===== src/rtl/assert_macros.svh =====
// Assertion macros used by the RTL of the median-of-three partition block.
// Depends on nothing; files that check their own logic include it by name.
// The SYNTH define empties every macro so synthesis sees no assertion.
`ifndef ASSERT_MACROS_SVH
`define ASSERT_MACROS_SVH

`ifndef SYNTH

// ante holds at an edge, so cons holds at the same edge
`define HPM_ASSERT_IMPLY(lbl, clk_s, rst_s, ante, cons) \
    lbl: assert property (@(posedge clk_s) disable iff (!(rst_s)) (ante) |-> (cons)) \
        else $error("hpm: implication check failed");

// expr never holds at an edge
`define HPM_ASSERT_NEVER(lbl, clk_s, rst_s, expr) \
    lbl: assert property (@(posedge clk_s) disable iff (!(rst_s)) !(expr)) \
        else $error("hpm: forbidden condition seen");

`else

`define HPM_ASSERT_IMPLY(lbl, clk_s, rst_s, ante, cons)

`define HPM_ASSERT_NEVER(lbl, clk_s, rst_s, expr)

`endif

`endif


===== src/rtl/hpm_pkg.sv =====
// Package of the median-of-three partition block: sizes, types, the
// sequencer states and the pivot function. Depends on nothing.
`default_nettype none

package hpm_pkg;

    localparam int MAX_ELEMENTS = 16;
    localparam int WORD_BITS    = 32;
    localparam int SPLIT_BITS   = 7;
    localparam int ADDR_BITS    = (MAX_ELEMENTS > 1) ? $clog2(MAX_ELEMENTS) : 1;
    localparam int CNT_BITS     = $clog2(MAX_ELEMENTS + 1);

    typedef logic signed [WORD_BITS-1:0] word_t;
    typedef logic [ADDR_BITS-1:0]        addr_t;
    typedef logic [CNT_BITS-1:0]         cnt_t;
    typedef logic [SPLIT_BITS-1:0]       split_t;

    typedef enum logic [2:0] {
        ST_LOAD,
        ST_PIVOT,
        ST_LCHK,
        ST_RCHK,
        ST_SWAP,
        ST_EMIT
    } state_t;

    // one write and one read address per cycle into the element store
    typedef struct packed {
        logic  we;
        addr_t waddr;
        word_t wdata;
        addr_t raddr;
    } mem_req_t;

    function automatic word_t median3(input word_t a, input word_t b, input word_t c);
        word_t lo;
        word_t hi;
        word_t hc;
        lo = (a < b) ? a : b;
        hi = (a > b) ? a : b;
        hc = (hi < c) ? hi : c;
        return (lo > hc) ? lo : hc;
    endfunction

endpackage

`default_nettype wire


===== src/rtl/hpm_channels.sv =====
// Handshake channels of the partition block: input word and result word.
// Depends on hpm_pkg for the word type.
`default_nettype none

interface hpm_in_if;
    logic          valid;
    logic          ready;
    hpm_pkg::word_t value;
    logic          last_in;

    modport source (output valid, output value, output last_in, input ready);
    modport sink   (input valid, input value, input last_in, output ready);
endinterface

interface hpm_out_if;
    logic            valid;
    logic            ready;
    hpm_pkg::word_t  element;
    hpm_pkg::split_t split_index;
    logic            truncated;
    logic            last_out;

    modport source (output valid, output element, output split_index,
                    output truncated, output last_out, input ready);
    modport sink   (input valid, input element, input split_index,
                    input truncated, input last_out, output ready);
endinterface

`default_nettype wire


===== src/rtl/hpm_store.sv =====
// Element store: one write port, one read port, registered read data.
// Depends on hpm_pkg for the request struct and sizes.
`default_nettype none

module hpm_store (
    input  logic              clk,
    input  hpm_pkg::mem_req_t req,
    output hpm_pkg::word_t    rdata
);

    hpm_pkg::word_t mem [hpm_pkg::MAX_ELEMENTS];
    hpm_pkg::word_t rdata_reg;

    always_ff @(posedge clk)
    begin
        if (req.we)
        begin
            mem[req.waddr] <= req.wdata;
        end
        rdata_reg <= mem[req.raddr];
    end

    assign rdata = rdata_reg;

endmodule

`default_nettype wire


===== src/rtl/hoare_partition_median3.sv =====
// Top level of the median-of-three Hoare partition block: load sequencer,
// partition walk and emit stage. Depends on hpm_pkg, hpm_channels, hpm_store.
//
//   port     dir   word fields
//   in_ch    sink  value, last_in
//   out_ch   src   element, split_index, truncated, last_out
//
// Load takes one word per cycle. A word marked last starts a run: the pivot
// state reads the first, last and middle word and forms the pivot, then the
// walk steps the indices and swaps words until they cross.
// Emit reads a word, then the output register takes it; the next read waits
// while out_ch stalls. Input is taken only in load, also while a result waits.
// Reset clears the count and the overflow flag; the store needs no clearing.
`default_nettype none

`include "assert_macros.svh"

module hoare_partition_median3 (
    input  logic         clk,
    input  logic         rst_n,
    hpm_in_if.sink       in_ch,
    hpm_out_if.source    out_ch
);

    hpm_pkg::state_t   state_reg, state_next;
    hpm_pkg::cnt_t     count_reg, count_next;
    logic              ovf_reg, ovf_next;
    logic [1:0]        step_reg, step_next;
    hpm_pkg::cnt_t     l_reg, l_next;
    hpm_pkg::cnt_t     rp_reg, rp_next;     // right index plus one
    hpm_pkg::cnt_t     k_reg, k_next;
    logic              pend_reg, pend_next;
    logic              pend_last_reg, pend_last_next;
    logic              out_valid_reg, out_valid_next;

    hpm_pkg::word_t    a_reg, a_next;
    hpm_pkg::word_t    b_reg, b_next;
    hpm_pkg::word_t    pivot_reg, pivot_next;
    hpm_pkg::word_t    sl_reg, sl_next;
    hpm_pkg::word_t    sr_reg, sr_next;
    hpm_pkg::word_t    out_element_reg;
    hpm_pkg::split_t   out_split_reg;
    logic              out_trunc_reg;
    logic              out_last_reg;

    hpm_pkg::mem_req_t req;
    hpm_pkg::word_t    rdata;
    hpm_pkg::cnt_t     cnt_m1;
    hpm_pkg::cnt_t     mid;
    logic              in_fire;
    logic              out_fire;
    logic              slot_free;

    hpm_store u_store (
        .clk   (clk),
        .req   (req),
        .rdata (rdata)
    );

    assign in_ch.ready = (state_reg == hpm_pkg::ST_LOAD);
    assign in_fire     = in_ch.valid && in_ch.ready;
    assign out_fire    = out_valid_reg && out_ch.ready;
    assign slot_free   = !out_valid_reg || out_ch.ready;
    assign cnt_m1      = count_reg - hpm_pkg::cnt_t'(1);
    assign mid         = cnt_m1 >> 1;

    always_comb
    begin
        state_next     = state_reg;
        count_next     = count_reg;
        ovf_next       = ovf_reg;
        step_next      = step_reg;
        l_next         = l_reg;
        rp_next        = rp_reg;
        k_next         = k_reg;
        pend_next      = 1'b0;
        pend_last_next = pend_last_reg;
        a_next         = a_reg;
        b_next         = b_reg;
        pivot_next     = pivot_reg;
        sl_next        = sl_reg;
        sr_next        = sr_reg;
        req.we         = 1'b0;
        req.waddr      = '0;
        req.wdata      = in_ch.value;
        req.raddr      = '0;

        unique case (state_reg)
            hpm_pkg::ST_LOAD:
            begin
                if (in_fire)
                begin
                    if (count_reg < hpm_pkg::cnt_t'(hpm_pkg::MAX_ELEMENTS))
                    begin
                        req.we     = 1'b1;
                        req.waddr  = hpm_pkg::addr_t'(count_reg);
                        count_next = count_reg + hpm_pkg::cnt_t'(1);
                    end
                    else
                    begin
                        ovf_next = 1'b1;
                    end
                    if (in_ch.last_in)
                    begin
                        step_next  = 2'd0;
                        state_next = hpm_pkg::ST_PIVOT;
                    end
                end
            end

            hpm_pkg::ST_PIVOT:
            begin
                step_next = step_reg + 2'd1;
                case (step_reg)
                    2'd0:
                    begin
                        req.raddr = '0;
                    end
                    2'd1:
                    begin
                        a_next    = rdata;
                        req.raddr = hpm_pkg::addr_t'(cnt_m1);
                    end
                    2'd2:
                    begin
                        b_next    = rdata;
                        req.raddr = hpm_pkg::addr_t'(mid);
                    end
                    default:
                    begin
                        pivot_next = hpm_pkg::median3(a_reg, b_reg, rdata);
                        l_next     = '0;
                        rp_next    = count_reg;
                        req.raddr  = '0;
                        state_next = hpm_pkg::ST_LCHK;
                    end
                endcase
            end

            hpm_pkg::ST_LCHK:
            begin
                // rdata holds the word at l
                if (l_reg < rp_reg && rdata < pivot_reg)
                begin
                    l_next    = l_reg + hpm_pkg::cnt_t'(1);
                    req.raddr = hpm_pkg::addr_t'(l_next);
                end
                else if (l_reg >= rp_reg)
                begin
                    k_next     = '0;
                    state_next = hpm_pkg::ST_EMIT;
                end
                else
                begin
                    sl_next    = rdata;
                    req.raddr  = hpm_pkg::addr_t'(rp_reg - hpm_pkg::cnt_t'(1));
                    state_next = hpm_pkg::ST_RCHK;
                end
            end

            hpm_pkg::ST_RCHK:
            begin
                // rdata holds the word at rp - 1
                if (rp_reg > l_reg && rdata > pivot_reg)
                begin
                    rp_next   = rp_reg - hpm_pkg::cnt_t'(1);
                    req.raddr = hpm_pkg::addr_t'(rp_next - hpm_pkg::cnt_t'(1));
                end
                else if (rp_reg <= l_reg)
                begin
                    k_next     = '0;
                    state_next = hpm_pkg::ST_EMIT;
                end
                else
                begin
                    // right side first, so the read of l + 1 next cycle sees it
                    req.we     = 1'b1;
                    req.waddr  = hpm_pkg::addr_t'(rp_reg - hpm_pkg::cnt_t'(1));
                    req.wdata  = sl_reg;
                    sr_next    = rdata;
                    state_next = hpm_pkg::ST_SWAP;
                end
            end

            hpm_pkg::ST_SWAP:
            begin
                req.we    = 1'b1;
                req.waddr = hpm_pkg::addr_t'(l_reg);
                req.wdata = sr_reg;
                l_next    = l_reg + hpm_pkg::cnt_t'(1);
                rp_next   = rp_reg - hpm_pkg::cnt_t'(1);
                req.raddr = hpm_pkg::addr_t'(l_next);
                if (l_next < rp_next)
                begin
                    state_next = hpm_pkg::ST_LCHK;
                end
                else
                begin
                    k_next     = '0;
                    state_next = hpm_pkg::ST_EMIT;
                end
            end

            hpm_pkg::ST_EMIT:
            begin
                if (pend_reg)
                begin
                    if (pend_last_reg)
                    begin
                        count_next = '0;
                        ovf_next   = 1'b0;
                        state_next = hpm_pkg::ST_LOAD;
                    end
                end
                else if (k_reg < count_reg && slot_free)
                begin
                    req.raddr      = hpm_pkg::addr_t'(k_reg);
                    k_next         = k_reg + hpm_pkg::cnt_t'(1);
                    pend_next      = 1'b1;
                    pend_last_next = (k_next == count_reg);
                end
            end

            default:
            begin
                state_next = hpm_pkg::ST_LOAD;
            end
        endcase
    end

    always_comb
    begin
        out_valid_next = out_valid_reg;
        if (pend_reg)
        begin
            out_valid_next = 1'b1;
        end
        else if (out_fire)
        begin
            out_valid_next = 1'b0;
        end
    end

    always_ff @(posedge clk or negedge rst_n)
    begin
        if (!rst_n)
        begin
            state_reg     <= hpm_pkg::ST_LOAD;
            count_reg     <= '0;
            ovf_reg       <= 1'b0;
            step_reg      <= 2'd0;
            l_reg         <= '0;
            rp_reg        <= '0;
            k_reg         <= '0;
            pend_reg      <= 1'b0;
            pend_last_reg <= 1'b0;
            out_valid_reg <= 1'b0;
        end
        else
        begin
            state_reg     <= state_next;
            count_reg     <= count_next;
            ovf_reg       <= ovf_next;
            step_reg      <= step_next;
            l_reg         <= l_next;
            rp_reg        <= rp_next;
            k_reg         <= k_next;
            pend_reg      <= pend_next;
            pend_last_reg <= pend_last_next;
            out_valid_reg <= out_valid_next;
        end
    end

    always_ff @(posedge clk)
    begin
        a_reg     <= a_next;
        b_reg     <= b_next;
        pivot_reg <= pivot_next;
        sl_reg    <= sl_next;
        sr_reg    <= sr_next;
        if (pend_reg)
        begin
            out_element_reg <= rdata;
            out_split_reg   <= hpm_pkg::split_t'(l_reg);
            out_trunc_reg   <= ovf_reg;
            out_last_reg    <= pend_last_reg;
        end
    end

    assign out_ch.valid       = out_valid_reg;
    assign out_ch.element     = out_element_reg;
    assign out_ch.split_index = out_split_reg;
    assign out_ch.truncated   = out_trunc_reg;
    assign out_ch.last_out    = out_last_reg;

    // a read result lands only in an empty output slot
    `HPM_ASSERT_IMPLY(a_slot_empty, clk, rst_n, pend_reg, !out_valid_reg)
    // swap only while the indices have not crossed
    `HPM_ASSERT_IMPLY(a_swap_order, clk, rst_n, state_reg == hpm_pkg::ST_SWAP, l_reg < rp_reg)
    // a run always has at least one stored word
    `HPM_ASSERT_IMPLY(a_run_nonempty, clk, rst_n, state_reg != hpm_pkg::ST_LOAD,
                      count_reg != '0)
    // walk indices stay inside the loaded range
    `HPM_ASSERT_NEVER(a_walk_bounds, clk, rst_n,
                      (state_reg == hpm_pkg::ST_LCHK || state_reg == hpm_pkg::ST_RCHK)
                      && (l_reg > count_reg || rp_reg > count_reg))

endmodule

`default_nettype wire

===== src/flat_wrapper.sv =====
// flat-port wrapper written by rule: the top's interface ports become plain ports
module hoare_partition_median3_flat 
  (clk, rst_n, in_ch_valid, in_ch_value, in_ch_last_in, in_ch_ready, out_ch_valid, out_ch_element, out_ch_split_index, out_ch_truncated, out_ch_last_out, out_ch_ready);
  hpm_in_if in_ch_i ();
  hpm_out_if out_ch_i ();
  input  logic clk;
  input  logic rst_n;
  input wire logic [$bits(in_ch_i.valid)-1:0] in_ch_valid;
  input wire logic [$bits(in_ch_i.value)-1:0] in_ch_value;
  input wire logic [$bits(in_ch_i.last_in)-1:0] in_ch_last_in;
  output wire logic [$bits(in_ch_i.ready)-1:0] in_ch_ready;
  output wire logic [$bits(out_ch_i.valid)-1:0] out_ch_valid;
  output wire logic [$bits(out_ch_i.element)-1:0] out_ch_element;
  output wire logic [$bits(out_ch_i.split_index)-1:0] out_ch_split_index;
  output wire logic [$bits(out_ch_i.truncated)-1:0] out_ch_truncated;
  output wire logic [$bits(out_ch_i.last_out)-1:0] out_ch_last_out;
  input wire logic [$bits(out_ch_i.ready)-1:0] out_ch_ready;
  assign in_ch_i.valid = in_ch_valid;
  assign in_ch_i.value = in_ch_value;
  assign in_ch_i.last_in = in_ch_last_in;
  assign in_ch_ready = in_ch_i.ready;
  assign out_ch_valid = out_ch_i.valid;
  assign out_ch_element = out_ch_i.element;
  assign out_ch_split_index = out_ch_i.split_index;
  assign out_ch_truncated = out_ch_i.truncated;
  assign out_ch_last_out = out_ch_i.last_out;
  assign out_ch_i.ready = out_ch_ready;
  hoare_partition_median3 u_core (.clk(clk), .rst_n(rst_n), .in_ch(in_ch_i), .out_ch(out_ch_i));
endmodule

===== config.mk =====
export PLATFORM = sky130hd
export DESIGN_NAME = hoare_partition_median3_flat
export DESIGN_NICKNAME = d
export VERILOG_FILES = /design/src/rtl/hpm_pkg.sv /design/src/rtl/hpm_channels.sv /design/src/rtl/hpm_store.sv /design/src/rtl/hoare_partition_median3.sv /design/src/flat_wrapper.sv
export VERILOG_INCLUDE_DIRS = /design/src /design/src/rtl
export SDC_FILE = /design/constraint.sdc
export NUM_CORES = 1
export LEC_CHECK = 0
export BUFFER_PORTS_ARGS = -buffer_cell sky130_fd_sc_hd__buf_4
export CAP_MARGIN = 10
export CORE_MARGIN = 4
export CORE_UTILIZATION = 45
export CTS_CLUSTER_DIAMETER = 60
export DETAILED_ROUTE_END_ITERATION = 10
export GPL_TIMING_DRIVEN = 0
export SETUP_SLACK_MARGIN = 0.3
export SYNTH_ARGS = -nofsm -noshare
export SYNTH_HDL_FRONTEND = slang
export SYNTH_SLANG_ARGS = --single-unit

===== constraint.sdc =====
create_clock -name clk -period 7.65 [get_ports clk]
set_input_delay 1.53 -clock clk [delete_from_list [all_inputs] [get_ports clk]]
set_output_delay 1.53 -clock clk [all_outputs]
set_load 0.005 [all_outputs]

* Word-level counts from Yosys, hierarchy flattened
Memory sizes are Yosys's and may differ from the RTL's. A register that Yosys moved wholly into a read port is not among the register bits.
Cells that the tools add are included.
** Storage, ports and cells
- Output and inout bits :: 43
- Bits of input ports :: 37
- Memory bits (read-only) :: 0
- Memory bits (writable) :: 512
- Bits in latches :: 0
- Memories :: 1
- Flip-flop bits (word level) :: 228
** Operators by class
- Multipliers :: 0
- Order comparisons :: 13
- Shift operators :: 0
- Reduce and logical (&&, ||, !) cells :: 29
- Div/mod/pow operators :: 0
- Equal/unequal tests :: 24
- Muxes and demuxes :: 62
- Bitwise gates (word level) :: 6
- Add/subtract/negate cells :: 7
** Memory list
- u_core.u_store.mem :: words 16, width 32, read ports 1, clocked after memory_dff 1, write ports 1, RTL line hpm_store.sv:11 : hpm_pkg::word_t mem [hpm_pkg::MAX_ELEMENTS];
** Operators by type and width (count)
- 32-bit two-way mux :: 4
- 32-bit > comparator :: 3
- 32-bit < comparator :: 3
- 5-bit two-way mux :: 17
- 37-bit two-way mux :: 2
- 32-bit case mux with 2 select lines :: 1
- 5-bit case mux with 3 select lines :: 3
- 3-bit two-way mux :: 9
- 4-bit two-way mux :: 5
- 4-bit case mux with 5 select lines :: 1
- 5-bit case mux with 4 select lines :: 1
- 2-bit inequality test, second input constant :: 9
- 3-bit case mux with 6 select lines :: 1
- 3-bit AND reduction :: 6
- 5-bit by 1-bit adder with 5-bit output, second input constant :: 3
- 5-bit < comparator :: 3
- 2-bit by 1-bit inequality test with 1-bit output, second input constant :: 7
- 1-bit two-way mux :: 12
- 5-bit case mux with 2 select lines :: 1
- 5-bit AND reduction :: 2
- 5-bit by 1-bit subtractor with 5-bit output, second input constant :: 2
- 4-bit case mux with 2 select lines :: 1
- 8-bit AND reduction :: 1
- 7-bit AND reduction :: 1
- 26 further kinds :: 43

* Longest topological paths before layout
Gate-level depths: netlist (run 1).
- Word-level depth :: 6
- Mapped depth :: 38
- Gate-level depth less buffers :: 32

* Cells and area by module
Synthesis (run 1) repeated with hierarchy kept, for this count alone.
** Unflattened totals
- Cell total of the unflattened synthesis :: 2039
- Area, all modules :: 33811.2 µm²
** Modules (own cells, without submodules)
- hpm_store :: area an instance 19854.0 µm², seq. area each 16015.4 µm², cells an instance 838, times used 1
- hoare_partition_median3 :: area an instance 13957.1 µm², seq. area each 6701.4 µm², cells an instance 1201, times used 1

* Least setup slack after synthesis (run 1)
Ideal clock, no wire load.
- Path kind :: register to register
- Start point :: register u_core.a_reg[7]
- End point :: register u_core.pivot_reg[29], data pin
- Clock period less this slack :: 7385 ps
- Slack :: 265 ps
- Data required time :: 7382 ps
- Arrival time :: 7116 ps
- Cell stages (with the launch flop) :: 38
- Cells stage by stage :: edfxtp_1 ha_1 and4_1 a2111oi_0 nor4_1 o31a_1 nor3_2 and3_1 buf_2 nor2_1 clkbuf_1 o21ai_2 ha_1 and3_1 a22oi_1 a21oi_1 o21ai_0 a31oi_1 (+2 left out) nand3_1 or2_1 buf_2 buf_6 mux2i_1 ha_1 a21o_1 a21o_1 a21oi_1 o21ai_0 a221oi_1 o211ai_1 mux2i_1 clkbuf_1 clkbuf_1 nor3_1 mux2i_1 o211ai_1
** On the way
- Cells in the longest elaborated chain, start to end :: 6
- Elaborated cells between the ends (all ways) :: 8
- Classes of those cells :: order compare: 4; mux: 4
** RTL lines
- start: declaration :: RTL line hoare_partition_median3.sv:36 : hpm_pkg::word_t a_reg, a_next;
- start signal: assignment :: RTL line hoare_partition_median3.sv:276 : a_reg <= a_next;
- 32-bit > comparator :: RTL line hpm_pkg.sv:40 : hi = (a > b) ? a : b;
- 32-bit two-way mux :: RTL line hpm_pkg.sv:40
- 32-bit < comparator :: RTL line hpm_pkg.sv:41 : hc = (hi < c) ? hi : c;
- 32-bit two-way mux :: RTL line hpm_pkg.sv:41
- 32-bit > comparator :: RTL line hpm_pkg.sv:42 : return (lo > hc) ? lo : hc;
- 32-bit two-way mux * :: RTL line hpm_pkg.sv:42
- end signal: assignment :: RTL line hoare_partition_median3.sv:278 : pivot_reg <= pivot_next;
- end: declaration :: RTL line hoare_partition_median3.sv:38 : hpm_pkg::word_t pivot_reg, pivot_next;
Mark *: on every way between the ends. The rest lies on a longest branch, timed or not.
A chain may end at the register's enable or synchronous reset.

* Final worst setup path (run 1)
- Start point :: register u_core.a_reg[31]
- End point :: register u_core.pivot_reg[0], data pin
The elaborated chain is that of the path after synthesis.

==> run_results.csv, run 1 <==
group,metric,value,unit
setup_path,slowest_stage,"edfxtp_1",
synth,synth_compound_area_share,10.00,%
synth,synthSimpleGateAreaFrac,7.533,%
setup_path,worstPathRequired,8000,ps
worst_hold_path,holdCritPathClass,"reg -> reg",
grt,track_usage,23.75,%
grt,grt_pass1_wl,147.9,mm
synth,ys_warn_count,0,
detailed_routing,drc,0,
timing,worst_clock_skew,31.58,ps
grt,grt_max_degree,37,
floorplan,die_area,0.08389,mm²
timing,fmax,129.6,MHz
cells_and_area,layout-drive-gt1-share,18.29,%
synth,synth.avg_cell_area,13.74,µm²
timing,hold_violations,0,
floorplan,core,0.07874,mm²
detailed_routing,drt-initial-drc-count,1866,
power_and_ir_drop,pwr-share-clk,18.6,%
synth,synth_cells,2597,
floorplan,fp.dieH,289.6,µm
cells_and_area,n_fill_cell,6450,
cells_and_area,layout_commonest_cell,"edfxtp_1",
cells_and_area,layout_common_cells,"edfxtp_1 (711), mux2i_1 (305), nand2_1 (178)",
status,failed_checks,"negative setup slack",
synth,async_reset_ff_share,3.756,%
floorplan,start_util,45.33,%
synth,netlist.area_leader.share,59.82,%
synth,muxShareOfSynthArea,9.254,%
clocking,cts_made_buffers,86,
power_and_ir_drop,cellPowerDensity,511.5,mW/mm²
status,status,"complete, but fails checks",
synth,ys_types,79,
grt,overflow,0,
clocking,clock-root-buffer,"clkbuf_16",
power_and_ir_drop,p_comb_share,52.4,%
setup_path,critPathArrivalTime,8070,ps
placed_design,hpwlAfterDp,69.15,mm
timing,slew_headroom,34.28,%
floorplan,boundaryPins,80,
cells_and_area,largest_register,"u_core.u_store.mem",
power_and_ir_drop,p_sw_share,41.52,%
timing,post-route-period-util,100.9,%
floorplan,die_x,289.6,µm
cells_and_area,area_growth_syn_to_layout,19.48,%
placed_design,io_buffers,77,
timing,holdWs,467.9,ps
cells_and_area,layout.nets,3034,
clocking,cts.clk_slew.worst_paths,60,ps
synth,netlist_area,0.03569,mm²
detailed_routing,antenna_left,0,
clocking,h-tree-depth,3,
power_and_ir_drop,power,21.81,mW
timing,worstMarginPinSlew,982.2,ps
synth,synth_area_leaders,"edfxtp_1 (60%), mux2i_1 (8.6%), ha_1 (5.3%)",
synth,ys.flop_type,"edfxtp_1",
setup_path,crit_path_frequent_cell,"o211ai_1",
timing,setup_tns,-121.6,ps
synth,synth.largest_area_cell,"edfxtp_1",
detailed_routing,dr.pass1.iters,5,
detailed_routing,routed_wirelength,100.6,mm
cells_and_area,final_util,54.16,%
clocking,clk_path_buf_depth,3,
timing,setup_viol,5,
clocking,cts_tree,"done",
setup_path,cp-end-kind,"register",
placed_design,gp_congestion,0.8944,
timing,drv_slew,0,
grt,antenna_found_initial,1,
grt,grt_pass1_vias,23320,
synth,synth_edf_count,711,
detailed_routing,viasPerCell,5.809,
run,drv_cap,0,
setup_path,start_kind,"register",
power_and_ir_drop,net-switching-power,9.057,mW
power_and_ir_drop,power_frac_seq,29.1,%
timing,setup_slack,-66.46,ps
cells_and_area,finalInstanceArea,0.04265,mm²
setup_path,path_class,"reg -> reg",
timing,period_needed,7716,ps
synth,synth_top_family_by_area,"compound AO/OA/AOI/OAI gates",
clocking,hold_buffers,0,
power_and_ir_drop,p_leak,16.82,nW
power_and_ir_drop,internal_power,12.76,mW
detailed_routing,wl_per_cell,25.35,µm
floorplan,num_rows,103,
synth,synthAdderAreaFrac,5.258,%
setup_path,crit_buf_inv,7,
synth,synthXorXnorAreaFrac,0.4171,%
detailed_routing,vias,23060,
setup_path,cpPeakStageDelay,480,ps
clocking,clkLatencyLatePin,650,ps
placed_design,place_area,0.03825,mm²
cells_and_area,largest_register_ffs,512,
setup_path,critPathTopFamily,"simple AND/OR/NAND/NOR gates",
power_and_ir_drop,worst_ir_drop_vdd,416.2,µV
setup_path,path_max_fanout,7,
clocking,cts.sinks,772,
timing,rsz0062_at_grt,"true",
synth,synth-seq-cells,772,
synth,yosysSeqAreaShare,63.64,%
-- per-stage QoR --
| step | std cells | setup slack [ps] |
|---|---|---|
| floorplan | 2598 | 333.6 |
| global placement | 3725 | -3257 |
| detailed placement | 3749 | -3245 |
| CTS | 3955 | 137.4 |
| global route | 3969 | -259.7 |
| finish | 3970 | -66.46 |
-- cell usage after synthesis (all sizes together) (35+ instances only) --
cell type	n
edfxtp	711
nor2	69
nand4	35
nor2b	75
a211oi	67
nand2	193
nand3	103
a21o	35
ha	150
mux2i	306
o211ai	52
o21ai	80
buf	65
inv	138
a21oi	55
clkbuf	76
nor3	37
a211o	65
a22oi	69
-- path summary, 6_finish.rpt --
check	from	to	slack (ps)	cells after the start
worst max-delay path	u_core.a_reg[31]	u_core.pivot_reg[0]	-70	38
worst min-delay path	u_core.ovf_reg	u_core.out_ch.truncated	470	0
worst max register to register	u_core.a_reg[31]	u_core.pivot_reg[0]	-70	38
worst min register to register	u_core.ovf_reg	u_core.out_ch.truncated	470	0
max in group asynchronous	rst_n	u_core.pend_reg	6510	1
min in group asynchronous	rst_n	u_core.ovf_reg	810	1
-- power by group through the flow --
stage                     Clock (mW)  Sequential, mW  Combinational, mW
after detailed placement           0            6.41               9.59
after global routing            4.31            6.37               12.3
after floorplan                    0            6.04               6.54
after CTS                       4.12            6.33               11.1
after global placement             0            6.43               9.33
final                           4.05            6.34               11.4
-- per-layer routing --
metal	global-route usage [%]	share of wire (%)
met1	31.12	43
met2	40.76	49
met3	3.718	5.1
met4	7.646	3.3
met5	0	0
-- kinds of logic (layout without fill, tap and decap cells) --
kind of cell / Yosys count / count (layout)
XOR/XNOR: 17 / 17
AND/OR/NAND/NOR: 555 / 555
other: 1 / 3
buffers and inverters: 279 / 600
flip-flops: 772 / 772
adder cells (fa/ha/maj): 150 / 150
multiplexers: 327 / 327
AO/OA/AOI/OAI: 496 / 496
-- what timing repair did --
item,in CTS,in global routing
pin swaps,60,20
gates resized for setup,193,41
hold endpoints to repair,0,0
cloned,4,0
endpoints found under the setup margin,32,32
buffers inserted,42,14
-- area by class of cell --
| cell class | count | area (µm²) | area share, % |
|---|---|---|---|
| inverters | 138 | 518.0 | 1.215 |
| well taps | 1050 | 1314 | 3.081 |
| plain buffers | 141 | 1164 | 2.729 |
| diodes | 1 | 2.502 | 0.005868 |
| flip-flops and latches | 772 | 22720 | 53.27 |
| clock buffers | 115 | 2404 | 5.636 |
| clock inverters | 45 | 419.2 | 0.9829 |
| repair buffers | 161 | 1627 | 3.814 |
| multi-input cells | 1547 | 12480 | 29.27 |
(Power assumes the default switching activity.)
==> run 2: changes to the inputs <==
--- a/config.mk
+++ b/config.mk
@@ -16,4 +16,5 @@
 export SETUP_SLACK_MARGIN = 0.3
 export SYNTH_ARGS = -nofsm -noshare
 export SYNTH_HDL_FRONTEND = slang
+export SYNTH_HIERARCHICAL = 1
 export SYNTH_SLANG_ARGS = --single-unit
==> run 2 against run 1 <==
  * The flow now finishes without violations
  * Cell count fell by 16%
  * Register-to-register slack gained 500 ps
  * Clock-buffer cell count unchanged
  * Utilization down 0.35 points
  * Clock skew grew 13 ps
  * Critical path depth fell by 7
  * Combinational power is 31% lower
  * Via count shrank 17%
  * Sequential share of layout area is 3.4 points higher
  * Sequential cell count did not move
==> run_results.csv, run 2 <==
group,metric,value,unit
synth,netlist.area_leader.share,63.15,%
synth,async_reset_ff_share,3.756,%
cells_and_area,final_util,53.81,%
cells_and_area,largest_register,"u_core/u_store/mem",
synth,yosysSeqAreaShare,67.19,%
power_and_ir_drop,p_leak,14.60,nW
floorplan,core,0.07445,mm²
detailed_routing,wl_met3,5.498,mm
timing,period_needed,7215,ps
detailed_routing,routed.top_layer,"met4",
setup_path,crit_path_frequent_cell,"nand4_1",
clocking,cts.clk_slew.worst_paths,70,ps
detailed_routing,wl_per_cell,25.32,µm
power_and_ir_drop,worst_ir_drop_vdd,249.5,µV
detailed_routing,routed_wirelength,84.38,mm
synth,netlist_area,0.03381,mm²
detailed_routing,antenna_left,0,
setup_path,reg2reg_depth,31,
clocking,cts.sinks,772,
cells_and_area,layout_commonest_cell,"edfxtp_1",
clocking,h-tree-depth,3,
floorplan,start_util,45.42,%
timing,setup_slack,435.0,ps
status,status,"completed",
timing,post-route-period-util,94.31,%
grt,track_usage,21.04,%
setup_path,cpPeakStageDelay,440,ps
setup_path,crit_buf_inv,5,
cells_and_area,n_fill_cell,5912,
power_and_ir_drop,cellPowerDensity,453.7,mW/mm²
detailed_routing,wl_met1,34.78,mm
detailed_routing,routed-wl-met2,41.47,mm
synth,synth_edf_count,711,
setup_path,worstPathRequired,8040,ps
timing,hold_violations,0,
floorplan,num_rows,100,
detailed_routing,drt-initial-drc-count,1732,
grt,grt_max_degree,42,
synth,ys_warn_count,6,
cells_and_area,layout.nets,2483,
timing,slew_headroom,9.999,%
timing,worst_clock_skew,44.69,ps
grt,antenna_found_initial,3,
timing,rsz0062_at_grt,"false",
timing,holdWs,450.3,ps
setup_path,slowest_stage,"edfxtp_1",
setup_path,reg2reg_slack,440,ps
floorplan,die_area,0.07959,mm²
grt,grt_pass1_wl,122.9,mm
floorplan,die_x,282.1,µm
run,drv_cap,0,
timing,fmax,138.6,MHz
cells_and_area,multiInputGateArea,0.01043,mm²
clocking,cts_tree,"done",
timing,setup_tns,0,ps
cells_and_area,seqCellArea,0.02272,mm²
placed_design,gp_congestion,0.8571,
cells_and_area,area_growth_syn_to_layout,18.49,%
setup_path,critPathArrivalTime,7600,ps
detailed_routing,dr.pass1.iters,5,
floorplan,boundaryPins,80,
detailed_routing,drc,0,
synth,synth.largest_area_cell,"edfxtp_1",
detailed_routing,vias,19230,
cells_and_area,layout-drive-gt1-share,24.75,%
worst_hold_path,hold_depth,0,
synth,synth_area_leaders,"edfxtp_1 (63%), mux4_2 (8.5%), ha_1 (5.6%)",
timing,drv_slew,0,
clocking,clkLatencyLatePin,650,ps
cells_and_area,layout_common_cells,"edfxtp_1 (711), inv_1 (155), ha_1 (144)",
cells_and_area,instances_no_fill,3333,
placed_design,dp_cells,3141,
cells_and_area,largest_register_ffs,512,
clocking,cts_made_buffers,83,
synth,synthTopCellsByCount,"edfxtp_1 (711), inv_1 (156), ha_1 (151)",
timing,setup_viol,0,
setup_path,path_max_fanout,10,
placed_design,detailedPlace.worstSlack,-954.3,ps
worst_hold_path,holdCritPathClass,"reg -> reg",
placed_design,io_buffers,77,
synth,ys_types,67,
timing,worstMarginPinSlew,1350,ps
synth,synth_cells,2039,
setup_path,path_class,"reg -> reg",
setup_path,cp-end-kind,"register",
synth,ys.flop_type,"edfxtp_1",
detailed_routing,viasPerCell,5.771,
clocking,clk_path_buf_depth,3,
cells_and_area,diodes,0,
setup_path,cp.depth,31,
grt,grt_pass1_vias,19250,
placed_design,hpwlAfterDp,57.69,mm
clocking,clock-root-buffer,"clkbuf_16",
setup_path,start_kind,"register",
synth,yosysMostFrequentCell,"edfxtp_1",
grt,overflow,0,
synth,synth-seq-cells,772,
setup_path,critPathTopFamily,"compound AO/OA/AOI/OAI gates",
floorplan,fp.dieH,282.1,µm
synth,synth.avg_cell_area,16.58,µm²
## run 2: timing repair
item                       CTS  global route
buffers inserted             6            30
hold buffers                 0             0
pin swaps                    8            25
resized for setup           32            36
setup endpoints to repair   32            32
cloned                       0             2
## run 2: path summary, 6_finish.rpt
check | from | to
max | u_core/a_reg[14] | u_core/pivot_reg[0]
min | u_core/ovf_reg | u_core/out_ch.truncated
max reg2reg | u_core/a_reg[14] | u_core/pivot_reg[0]
min reg2reg | u_core/ovf_reg | u_core/out_ch.truncated
max in group asynchronous | rst_n | u_core/pend_reg
min in group asynchronous | rst_n | u_core/state_reg[1]
## run 2: metal layers
| metal | GRT usage (%) | up-vias |
|---|---|---|
| li1 | - | 8520 |
| met1 | 28.38 | 9924 |
| met2 | 35.14 | 656 |
| met3 | 3.400 | 134 |
| met4 | 7.162 | 0 |
| met5 | 0 | - |
## run 2: per-stage QoR
| stage | total power, mW | area (µm²) |
|---|---|---|
| 6_report | 18.18 | 40060 |
| 3_5_place_dp | 13.32 | 36410 |
| 5_1_grt | 19.10 | 40060 |
| 3_3_place_gp | 13.11 | 35610 |
| 2_1_floorplan | 10.92 | 33810 |
| 4_1_cts | 17.85 | 39580 |
## run 2: layout make-up
cell class                 count  share of cell area (%)
sequential                   772                   56.71
multi-input combinational   1030                   26.03
inverter                     156                   1.462
tap                          969                   3.026
buffer                        82                   1.309
clock buffer                 115                   5.812
timing repair buffer         170                   3.985
clock inverter                39                   1.665
## run 2: power breakdown
| group | leakage (nW) | internal [mW] | switching (mW) | total, mW |
|---|---|---|---|---|
| sequential | 7.02 | 5.52 | 0.507 | 6.02 |
| combinational | 6.13 | 3.54 | 4.31 | 7.85 |
| clock | 1.44 | 2.60 | 1.70 | 4.30 |
| total | 14.6 | 11.7 | 6.52 | 18.2 |
## run 2: worst register-to-register path: cells and delay by family (launching register included)
kind                       cells  cell delay (ps)
AOI/OAI and AO/OA             10             2040
and+or+nand+nor                9             1770
muxes                          4             1090
buffers and inverters          5              880
adders and majority gates      3              740
DFF                            1              440
## run 2: logic make-up (layout without fill, tap and decap cells)
logic type                 after synthesis  after routing  share of synthesized area (%)
DFF                                    772            772                          67.19
muxes                                  293            293                          14.00
AOI/OAI and AO/OA                      282            282                          5.466
and+or+nand+nor                        282            282                          4.159
buffers and inverters                  238            562                          3.049
adders and majority gates              151            151                          5.588
xor gates and xnor gates                20             20                         0.5403
other                                    1              2                        0.01109
